`config.mk`:
```
export PLATFORM = sky130hd
export DESIGN_NAME = byte_stack_with_rotate
export DESIGN_NICKNAME = d
export VERILOG_FILES = /design/src/bsr_pkg.sv /design/src/bsr_ram.sv /design/src/bsr_datapath.sv /design/src/bsr_ctrl.sv /design/src/byte_stack_with_rotate.sv
export SDC_FILE = /design/constraint.sdc
export NUM_CORES = 1
export LEC_CHECK = 0
export ABC_AREA = 1
export BUFFER_PORTS_ARGS = -buffer_cell sky130_fd_sc_hd__buf_2
export CELL_PAD_IN_SITES_DETAIL_PLACEMENT = 0
export CELL_PAD_IN_SITES_GLOBAL_PLACEMENT = 1
export CORE_UTILIZATION = 55
export CTS_BUF_LIST = sky130_fd_sc_hd__clkbuf_4 sky130_fd_sc_hd__clkbuf_8
export DETAILED_ROUTE_END_ITERATION = 10
export PLACE_DENSITY_LB_ADDON = 0.1
export SYNTH_ARGS = -nofsm -noshare
export SYNTH_HDL_FRONTEND = slang
export SYNTH_HIERARCHICAL = 1
export SYNTH_SLANG_ARGS = --single-unit
```
`constraint.sdc`:
```
create_clock -name clk -period 9.05 [get_ports clk]
set_input_delay 1.81 -clock clk [delete_from_list [all_inputs] [get_ports clk]]
set_output_delay 1.81 -clock clk [all_outputs]
set_load 0.02 [all_outputs]
```
`src/bsr_pkg.sv`:
```
// shared constants, codes and controller/datapath interface types for the byte stack
`timescale 1ns / 1ps
`default_nettype none
package bsr_pkg;

    localparam int DEPTH  = 64;
    localparam int A_W    = $clog2(DEPTH);
    localparam int C_W    = $clog2(DEPTH + 1);
    localparam int BYTE_W = 8;
    localparam int OP_W   = 3;
    localparam int KIND_W = 3;
    localparam int CAP_W  = 7;
    localparam int SPAN_W = 7;
    localparam int CMP_W  = (C_W > CAP_W) ? ((C_W > SPAN_W) ? C_W : SPAN_W)
                                          : ((CAP_W > SPAN_W) ? CAP_W : SPAN_W);
    localparam logic [CAP_W-1:0] CAP_RESET = CAP_W'(64);

    typedef enum logic [OP_W-1:0] {
        OP_PUSH = 3'd0,
        OP_POP  = 3'd1,
        OP_PEEK = 3'd2,
        OP_DUP  = 3'd3,
        OP_UP   = 3'd4,
        OP_DOWN = 3'd5,
        OP_LIST = 3'd6
    } op_t;

    typedef enum logic [KIND_W-1:0] {
        KIND_FULL       = 3'd0,
        KIND_EMPTY      = 3'd1,
        KIND_TOP        = 3'd2,
        KIND_ENTRY      = 3'd3,
        KIND_EMPTY_LIST = 3'd4
    } kind_t;

    typedef enum logic [1:0] {
        PTR_HOLD,
        PTR_TOP,
        PTR_START,
        PTR_STEP
    } ptr_sel_t;

    typedef enum logic [1:0] {
        RD_TOP,
        RD_START,
        RD_STEP
    } rd_sel_t;

    typedef enum logic {
        WA_CNT,
        WA_PTR
    } wa_sel_t;

    typedef enum logic [1:0] {
        WD_VAL,
        WD_RDATA,
        WD_TMP
    } wd_sel_t;

    typedef struct packed {
        logic     load;
        logic     cnt_inc;
        logic     cnt_dec;
        ptr_sel_t ptr_sel;
        logic     re;
        rd_sel_t  rd_sel;
        logic     we;
        wa_sel_t  wa_sel;
        wd_sel_t  wd_sel;
        logic     tmp_load;
        logic     emit;
        kind_t    kind;
        logic     byte_from_ram;
        logic     last;
    } cmd_t;

    typedef struct packed {
        logic [OP_W-1:0] op;
        logic            full;
        logic            empty;
        logic            span_ok;
        logic            step_is_end;
        logic            ptr_is_zero;
    } stat_t;

endpackage
`default_nettype wire

```
`src/bsr_ram.sv`:
```
// generic single-write, single-read ram with registered read data
`timescale 1ns / 1ps
`default_nettype none
module bsr_ram #(
    parameter int WIDTH = 8,
    parameter int DEPTH = 64
) (
    input  wire logic                     clk,
    input  wire logic                     we,
    input  wire logic [$clog2(DEPTH)-1:0] waddr,
    input  wire logic [WIDTH-1:0]         wdata,
    input  wire logic                     re,
    input  wire logic [$clog2(DEPTH)-1:0] raddr,
    output      logic [WIDTH-1:0]         rdata
);

    logic [WIDTH-1:0] mem_reg [DEPTH];
    logic [WIDTH-1:0] rdata_reg;

    always_ff @(posedge clk)
    begin
        if (we)
        begin
            mem_reg[waddr] <= wdata;
        end
        if (re)
        begin
            rdata_reg <= mem_reg[raddr];
        end
    end

    assign rdata = rdata_reg;

endmodule
`default_nettype wire

```
`src/bsr_datapath.sv`:
```
// stack datapath: count, pointer, entry ram, capacity register and result registers
`timescale 1ns / 1ps
`default_nettype none
module bsr_datapath (
    input  wire logic                          clk,
    input  wire logic                          rst_n,
    input  wire logic [bsr_pkg::OP_W-1:0]      operation,
    input  wire logic [bsr_pkg::BYTE_W-1:0]    push_value,
    input  wire logic [bsr_pkg::SPAN_W-1:0]    rotate_span,
    input  wire logic                          cfg_write,
    input  wire logic [bsr_pkg::CAP_W-1:0]     cfg_data,
    input  wire bsr_pkg::cmd_t                 cmd,
    output      bsr_pkg::stat_t                stat,
    output      logic                          result_valid,
    output      logic [bsr_pkg::KIND_W-1:0]    result_kind,
    output      logic [bsr_pkg::BYTE_W-1:0]    result_byte,
    output      logic                          last_of_run
);

    logic [bsr_pkg::C_W-1:0]    cnt_reg, cnt_next;
    logic [bsr_pkg::A_W-1:0]    ptr_reg, ptr_next;
    logic [bsr_pkg::CAP_W-1:0]  cap_reg;
    logic [bsr_pkg::OP_W-1:0]   op_reg;
    logic [bsr_pkg::BYTE_W-1:0] val_reg;
    logic [bsr_pkg::SPAN_W-1:0] span_reg;
    logic [bsr_pkg::BYTE_W-1:0] tmp_reg;
    logic                       valid_reg;
    logic [bsr_pkg::KIND_W-1:0] kind_reg;
    logic [bsr_pkg::BYTE_W-1:0] byte_reg;
    logic                       last_reg;

    logic [bsr_pkg::CMP_W-1:0]  cnt_ext, cap_ext, cap_eff, span_ext, depth_ext;
    logic [bsr_pkg::A_W-1:0]    top_addr, low_addr, start_addr, end_addr, step_addr;
    logic [bsr_pkg::A_W-1:0]    raddr, waddr;
    logic [bsr_pkg::BYTE_W-1:0] wdata, rdata;
    logic                       is_down;

    assign cnt_ext   = bsr_pkg::CMP_W'(cnt_reg);
    assign cap_ext   = bsr_pkg::CMP_W'(cap_reg);
    assign span_ext  = bsr_pkg::CMP_W'(span_reg);
    assign depth_ext = bsr_pkg::CMP_W'(bsr_pkg::DEPTH);
    assign cap_eff   = (cap_ext > depth_ext) ? depth_ext : cap_ext;

    assign top_addr  = bsr_pkg::A_W'(cnt_reg - bsr_pkg::C_W'(1));
    assign low_addr  = bsr_pkg::A_W'(cnt_ext - span_ext);
    assign is_down   = (op_reg == bsr_pkg::OP_DOWN);
    // up rotate walks from the top down, down rotate from the low end up
    assign start_addr = is_down ? low_addr : top_addr;
    assign end_addr   = is_down ? top_addr : low_addr;
    assign step_addr  = is_down ? (ptr_reg + bsr_pkg::A_W'(1)) : (ptr_reg - bsr_pkg::A_W'(1));

    assign stat.op          = op_reg;
    assign stat.full        = (cnt_ext >= cap_eff);
    assign stat.empty       = (cnt_reg == '0);
    assign stat.span_ok     = (span_ext >= bsr_pkg::CMP_W'(2)) && (span_ext <= cnt_ext);
    assign stat.step_is_end = (step_addr == end_addr);
    assign stat.ptr_is_zero = (ptr_reg == '0);

    always_comb
    begin
        cnt_next = cnt_reg;
        if (cmd.cnt_inc)
        begin
            cnt_next = cnt_reg + bsr_pkg::C_W'(1);
        end
        else if (cmd.cnt_dec)
        begin
            cnt_next = cnt_reg - bsr_pkg::C_W'(1);
        end

        case (cmd.ptr_sel)
            bsr_pkg::PTR_TOP:   ptr_next = top_addr;
            bsr_pkg::PTR_START: ptr_next = start_addr;
            bsr_pkg::PTR_STEP:  ptr_next = step_addr;
            default:            ptr_next = ptr_reg;
        endcase

        case (cmd.rd_sel)
            bsr_pkg::RD_START: raddr = start_addr;
            bsr_pkg::RD_STEP:  raddr = step_addr;
            default:           raddr = top_addr;
        endcase

        // a push or dup only writes below the capacity, so the count fits the address
        waddr = (cmd.wa_sel == bsr_pkg::WA_CNT) ? bsr_pkg::A_W'(cnt_reg) : ptr_reg;

        case (cmd.wd_sel)
            bsr_pkg::WD_RDATA: wdata = rdata;
            bsr_pkg::WD_TMP:   wdata = tmp_reg;
            default:           wdata = val_reg;
        endcase
    end

    bsr_ram #(
        .WIDTH (bsr_pkg::BYTE_W),
        .DEPTH (bsr_pkg::DEPTH)
    ) u_ram (
        .clk   (clk),
        .we    (cmd.we),
        .waddr (waddr),
        .wdata (wdata),
        .re    (cmd.re),
        .raddr (raddr),
        .rdata (rdata)
    );

    always_ff @(posedge clk or negedge rst_n)
    begin
        if (!rst_n)
        begin
            cnt_reg   <= '0;
            cap_reg   <= bsr_pkg::CAP_RESET;
            valid_reg <= 1'b0;
        end
        else
        begin
            cnt_reg   <= cnt_next;
            valid_reg <= cmd.emit;
            if (cfg_write)
            begin
                cap_reg <= cfg_data;
            end
        end
    end

    always_ff @(posedge clk)
    begin
        ptr_reg  <= ptr_next;
        kind_reg <= cmd.kind;
        byte_reg <= cmd.byte_from_ram ? rdata : '0;
        last_reg <= cmd.last;
        if (cmd.load)
        begin
            op_reg   <= operation;
            val_reg  <= push_value;
            span_reg <= rotate_span;
        end
        if (cmd.tmp_load)
        begin
            tmp_reg <= rdata;
        end
    end

    assign result_valid = valid_reg;
    assign result_kind  = kind_reg;
    assign result_byte  = byte_reg;
    assign last_of_run  = last_reg;

endmodule
`default_nettype wire

```
`src/bsr_ctrl.sv`:
```
// stack controller: sequences each request through ram reads, writes and results
`timescale 1ns / 1ps
`default_nettype none
module bsr_ctrl (
    input  wire logic           clk,
    input  wire logic           rst_n,
    input  wire logic           start,
    output      logic           busy,
    input  wire bsr_pkg::stat_t stat,
    output      bsr_pkg::cmd_t  cmd
);

    typedef enum logic [3:0] {
        S_IDLE,
        S_EXEC,
        S_PEEK_OUT,
        S_DUP_WR,
        S_ROT_LOAD,
        S_ROT_WR,
        S_ROT_RD,
        S_ROT_LAST,
        S_LIST
    } state_t;

    state_t state_reg, state_next;
    logic   busy_reg, busy_next;

    always_comb
    begin
        state_next        = state_reg;
        cmd.load          = 1'b0;
        cmd.cnt_inc       = 1'b0;
        cmd.cnt_dec       = 1'b0;
        cmd.ptr_sel       = bsr_pkg::PTR_HOLD;
        cmd.re            = 1'b0;
        cmd.rd_sel        = bsr_pkg::RD_TOP;
        cmd.we            = 1'b0;
        cmd.wa_sel        = bsr_pkg::WA_CNT;
        cmd.wd_sel        = bsr_pkg::WD_VAL;
        cmd.tmp_load      = 1'b0;
        cmd.emit          = 1'b0;
        cmd.kind          = bsr_pkg::KIND_FULL;
        cmd.byte_from_ram = 1'b0;
        cmd.last          = 1'b0;

        case (state_reg)
            S_IDLE:
            begin
                if (start)
                begin
                    cmd.load   = 1'b1;
                    state_next = S_EXEC;
                end
            end
            S_EXEC:
            begin
                state_next = S_IDLE;
                case (stat.op)
                    bsr_pkg::OP_PUSH:
                    begin
                        if (stat.full)
                        begin
                            cmd.emit = 1'b1;
                            cmd.kind = bsr_pkg::KIND_FULL;
                            cmd.last = 1'b1;
                        end
                        else
                        begin
                            cmd.we      = 1'b1;
                            cmd.cnt_inc = 1'b1;
                        end
                    end
                    bsr_pkg::OP_POP:
                    begin
                        if (stat.empty)
                        begin
                            cmd.emit = 1'b1;
                            cmd.kind = bsr_pkg::KIND_EMPTY;
                            cmd.last = 1'b1;
                        end
                        else
                        begin
                            cmd.cnt_dec = 1'b1;
                        end
                    end
                    bsr_pkg::OP_PEEK:
                    begin
                        if (stat.empty)
                        begin
                            cmd.emit = 1'b1;
                            cmd.kind = bsr_pkg::KIND_EMPTY;
                            cmd.last = 1'b1;
                        end
                        else
                        begin
                            cmd.re     = 1'b1;
                            state_next = S_PEEK_OUT;
                        end
                    end
                    bsr_pkg::OP_DUP:
                    begin
                        // full wins over empty when the capacity is zero
                        if (stat.full)
                        begin
                            cmd.emit = 1'b1;
                            cmd.kind = bsr_pkg::KIND_FULL;
                            cmd.last = 1'b1;
                        end
                        else if (stat.empty)
                        begin
                            cmd.emit = 1'b1;
                            cmd.kind = bsr_pkg::KIND_EMPTY;
                            cmd.last = 1'b1;
                        end
                        else
                        begin
                            cmd.re     = 1'b1;
                            state_next = S_DUP_WR;
                        end
                    end
                    bsr_pkg::OP_UP, bsr_pkg::OP_DOWN:
                    begin
                        // a span of one changes nothing, so only spans of two or more, up to the count, run
                        if (stat.span_ok)
                        begin
                            cmd.re      = 1'b1;
                            cmd.rd_sel  = bsr_pkg::RD_START;
                            cmd.ptr_sel = bsr_pkg::PTR_START;
                            state_next  = S_ROT_LOAD;
                        end
                    end
                    bsr_pkg::OP_LIST:
                    begin
                        if (stat.empty)
                        begin
                            cmd.emit = 1'b1;
                            cmd.kind = bsr_pkg::KIND_EMPTY_LIST;
                            cmd.last = 1'b1;
                        end
                        else
                        begin
                            cmd.re      = 1'b1;
                            cmd.ptr_sel = bsr_pkg::PTR_TOP;
                            state_next  = S_LIST;
                        end
                    end
                    default:
                    begin
                        state_next = S_IDLE;
                    end
                endcase
            end
            S_PEEK_OUT:
            begin
                cmd.emit          = 1'b1;
                cmd.kind          = bsr_pkg::KIND_TOP;
                cmd.byte_from_ram = 1'b1;
                cmd.last          = 1'b1;
                state_next        = S_IDLE;
            end
            S_DUP_WR:
            begin
                cmd.we      = 1'b1;
                cmd.wd_sel  = bsr_pkg::WD_RDATA;
                cmd.cnt_inc = 1'b1;
                state_next  = S_IDLE;
            end
            S_ROT_LOAD:
            begin
                cmd.tmp_load = 1'b1;
                cmd.re       = 1'b1;
                cmd.rd_sel   = bsr_pkg::RD_STEP;
                state_next   = S_ROT_WR;
            end
            S_ROT_WR:
            begin
                // move the neighbor into the pointer slot, then step toward the far end
                cmd.we      = 1'b1;
                cmd.wa_sel  = bsr_pkg::WA_PTR;
                cmd.wd_sel  = bsr_pkg::WD_RDATA;
                cmd.ptr_sel = bsr_pkg::PTR_STEP;
                state_next  = stat.step_is_end ? S_ROT_LAST : S_ROT_RD;
            end
            S_ROT_RD:
            begin
                cmd.re     = 1'b1;
                cmd.rd_sel = bsr_pkg::RD_STEP;
                state_next = S_ROT_WR;
            end
            S_ROT_LAST:
            begin
                cmd.we     = 1'b1;
                cmd.wa_sel = bsr_pkg::WA_PTR;
                cmd.wd_sel = bsr_pkg::WD_TMP;
                state_next = S_IDLE;
            end
            S_LIST:
            begin
                // emit the entry read last cycle while reading the one below it
                cmd.emit          = 1'b1;
                cmd.kind          = bsr_pkg::KIND_ENTRY;
                cmd.byte_from_ram = 1'b1;
                if (stat.ptr_is_zero)
                begin
                    cmd.last   = 1'b1;
                    state_next = S_IDLE;
                end
                else
                begin
                    cmd.re      = 1'b1;
                    cmd.rd_sel  = bsr_pkg::RD_STEP;
                    cmd.ptr_sel = bsr_pkg::PTR_STEP;
                end
            end
            default:
            begin
                state_next = S_IDLE;
            end
        endcase

        busy_next = (state_next != S_IDLE);
    end

    always_ff @(posedge clk or negedge rst_n)
    begin
        if (!rst_n)
        begin
            state_reg <= S_IDLE;
            busy_reg  <= 1'b0;
        end
        else
        begin
            state_reg <= state_next;
            busy_reg  <= busy_next;
        end
    end

    assign busy = busy_reg;

endmodule
`default_nettype wire

```
`src/byte_stack_with_rotate.sv`:
```
// top level of the byte stack with rotate: controller plus datapath
//
//  channel   signals                                      handshake
//  --------  -------------------------------------------  ------------------------
//  request   operation, push_value, rotate_span           start high, busy low
//  result    result_kind, result_byte, last_of_run        result_valid, one cycle
//  config    cfg_data (capacity)                          cfg_write
//
// the registered ram read shapes each request: each moved entry is read, then
// written back, and a listing reads each entry before it is shown. busy is low
// while the controller is idle, and a request with start high is taken there.
// a result is registered and shows in the cycle after the one that produces it; a
// listing streams one entry per cycle. the receiver cannot stall; reset clears the
// count and sets the capacity to 64 at once, the entry ram needs no clearing.
`timescale 1ns / 1ps
`default_nettype none
module byte_stack_with_rotate (
    input  wire logic                       clk,
    input  wire logic                       rst_n,
    input  wire logic                       start,
    output      logic                       busy,
    input  wire logic [bsr_pkg::OP_W-1:0]   operation,
    input  wire logic [bsr_pkg::BYTE_W-1:0] push_value,
    input  wire logic [bsr_pkg::SPAN_W-1:0] rotate_span,
    input  wire logic                       cfg_write,
    input  wire logic [bsr_pkg::CAP_W-1:0]  cfg_data,
    output      logic                       result_valid,
    output      logic [bsr_pkg::KIND_W-1:0] result_kind,
    output      logic [bsr_pkg::BYTE_W-1:0] result_byte,
    output      logic                       last_of_run
);

    bsr_pkg::cmd_t  cmd;
    bsr_pkg::stat_t stat;

    bsr_ctrl u_ctrl (
        .clk   (clk),
        .rst_n (rst_n),
        .start (start),
        .busy  (busy),
        .stat  (stat),
        .cmd   (cmd)
    );

    bsr_datapath u_datapath (
        .clk          (clk),
        .rst_n        (rst_n),
        .operation    (operation),
        .push_value   (push_value),
        .rotate_span  (rotate_span),
        .cfg_write    (cfg_write),
        .cfg_data     (cfg_data),
        .cmd          (cmd),
        .stat         (stat),
        .result_valid (result_valid),
        .result_kind  (result_kind),
        .result_byte  (result_byte),
        .last_of_run  (last_of_run)
    );

endmodule
`default_nettype wire

```
==> flow_summary.json <==
{
  "ys_warn_count": 6,
  "cts_made_buffers": 94,
  "io_buffers": 42,
  "utilization_pct": 61.1,
  "synth_area_leader_cell": "edfxtp_1",
  "worst_setup_path_end_kind": "flip-flop",
  "slew_viol_final": 0,
  "ant_nets": 0,
  "dp.cells": 2908,
  "max_cap_viol_count": 0,
  "dpl_worst_slack_ns": 3.00,
  "cts_sinks": 584,
  "synth_commonest_cells": "nand2_1 (796), edfxtp_1 (552), nand3_1 (496), nor2_1 (89), inv_1 (82)",
  "antenna_found_initial": 2,
  "clock_latency_ns": 0.68,
  "dr.pass1.iters": 8,
  "die_h_um": 218,
  "start_util_pct": 56.3,
  "wl_um": 67200,
  "areaGrowthSynthToFinish_pct": 8.59,
  "largest_register_ffs": 512,
  "fin_crit_ns": 6.10,
  "cts_tree": "done",
  "clk_pin_slew_ns": 0.06,
  "vias": 17748,
  "critical_path.max_fanout": 168,
  "rsz0062_at_grt": "no",
  "die_w_um": 218,
  "boundaryPins": 43,
  "grt_pass1_wl_um": 102000,
  "core_area_um2": 45800,
  "synth_seq_cells": 584,
  "cts_setup_buffers": 0,
  "syn_inst": 2363,
  "fmax_mhz": 164,
  "synth-edff-count": 552,
  "synth.most_common_cell": "nand2_1",
  "place_congestion": 0.867,
  "relSlewSlack_pct": 14.9,
  "cts_hold_buf": 0,
  "finalNetCount": 2464,
  "hold_viol": 0,
  "finalSetupTns_ns": 0,
  "grt_overflow": 0,
  "fin_ws_ns": 2.95,
  "avgViaCountPerCell": 5.78,
  "dpl.hpwl_um": 39300,
  "cts_max_level": 3,
  "ys_types": 47,
  "grt_use_total_pct": 28.8,
  "clk_path_buf_depth": 3,
  "instances_no_fill": 3072,
  "finalCritPeriodShare_pct": 67.4,
  "wire_per_inst_um": 21.9,
  "post_cts_resized": 0,
  "rows": 78,
  "cp.arrival_ns": 6.53,
  "cts_root_buf": "clkbuf_8",
  "drt_iter0_drc": 1937,
  "netlist_area_um2": 25800,
  "status": "completed",
  "drive_gt1_share_pct": 10.9,
  "synth_top_area_share_pct": 64.3,
  "synthTopCellsByArea": "edfxtp_1 (64%), nand2_1 (12%), nand3_1 (9.6%)",
  "skew_ns": 0.0461,
  "post-route-drc-count": 0,
  "crit_type": "flip-flop to flip-flop",
  "cp-start-kind": "flip-flop",
  "async_flop_share_pct": 3.42,
  "die-area_um2": 47700,
  "setup_viol": 0,
  "synthFlopType": "edfxtp_1",
  "ys_seq_area_share_pct": 67.2,
  "synth.net_count": 2423,
  "hp-class": "flip-flop to flip-flop",
  "grt_start_max_net_pins": 169,
  "worstPathRequired_ns": 9.48,
  "grt_pass1_vias": 17076,
  "timing_worst_slew_pin_value_ns": 1.28,
  "syn_area_per_cell_um2": 10.9
}
==> metal layers <==
layer  wire length, um  share of wire (%)  global-route usage, %  up-vias
met3              5720                8.5                   5.93      137
met2             30700                 46                   43.9      730
met1             28800                 43                   41.4     8572
met5                10              0.015                      0        -
li1                  -                  -                      -     8307
met4              1960                2.9                   9.60        2
==> cell usage in the layout (no fill, tap or decap), drive strengths merged, types with 23 or more instances in the layout <==
cell	n
nand2	806
edfxtp	552
nand3	501
clkbuf	121
nor2	100
inv	93
buf	70
clkinv	36
a21oi	32
ha	29
o21ai	23
==> kinds of logic (layout without fill, tap and decap cells) <==
logic type	after synthesis	count (layout)	share of synthesized area, %
mux	3	3	0.131
simple gates	1444	1444	24.3
other cells	0	1	0
xor+xnor	8	8	0.345
buf+inv	218	326	4.78
fa+ha+maj	31	31	1.56
flops	584	584	67.2
compound gates	75	75	1.69
==> critical path: stages (launching register included) <==
cell,delay (ns)
dfrtp_1,0.60
clkinv_2,0.18
ha_1,0.41
a21oi_1,0.17
o21ai_0,0.10
nand4_1,0.08
o211ai_1,0.08
a22oi_1,0.21
inv_1,0.07
nor2_1,0.18
nand2_2,0.10
inv_1,0.09
inv_1,0.05
ha_1,0.43
a21oi_1,0.08
a22oi_2,0.21
buf_12,0.60
inv_6,0.51
buf_12,0.43
nand2_1,0.15
nand3_1,0.07
nand3_1,0.17
nand2_1,0.11
nand2_1,0.11
nand3_1,0.20
nand3_1,0.18
nand2_1,0.06
==> layout make-up <==
cell class | count | area (um^2)
diodes | 1 | 2.50
clock buffers | 121 | 1510
clock inverters | 42 | 260
fillers | 3756 | 17800
inverters | 93 | 358
multi-input cells | 1561 | 7340
flip-flops and latches | 584 | 17300
well taps | 600 | 751
repair buffers | 70 | 445
==> metrics by stage <==
stage          area, um^2  hold WS [ns]
6_report            28000         0.537
5_1_grt             28000         0.561
4_1_cts             28000         0.536
3_5_place_dp        26200         0.524
3_3_place_gp        26200         0.529
2_1_floorplan       25800         0.448
==> worst paths after layout <==
| path | start | endpoint | slack (ns) | cells past startpoint |
|---|---|---|---|---|
| setup / recovery | u_datapath/cnt_ext[2]$_DFFE_PN0P_ | u_datapath/u_ram/rdata[1]$_DFFE_PP_ | 2.95 | 26 |
| min in group asynchronous | rst_n | u_ctrl/state_reg[0]$_DFF_PN0_ | 1.07 | 1 |
| setup reg to reg | u_datapath/cnt_ext[2]$_DFFE_PN0P_ | u_datapath/u_ram/rdata[1]$_DFFE_PP_ | 2.95 | 26 |
| hold reg to reg | u_datapath/cnt_ext[6]$_DFFE_PN0P_ | u_datapath/cnt_ext[6]$_DFFE_PN0P_ | 0.54 | 1 |
| max in group asynchronous | rst_n | u_datapath/cap_ext[6]$_DFFE_PN1P_ | 7.63 | 1 |
| hold / removal | u_datapath/cnt_ext[6]$_DFFE_PN0P_ | u_datapath/cnt_ext[6]$_DFFE_PN0P_ | 0.54 | 1 |
Power is not shown: default switching activity piles up to over one toggle a cycle in this logic, so the estimate is an artifact.
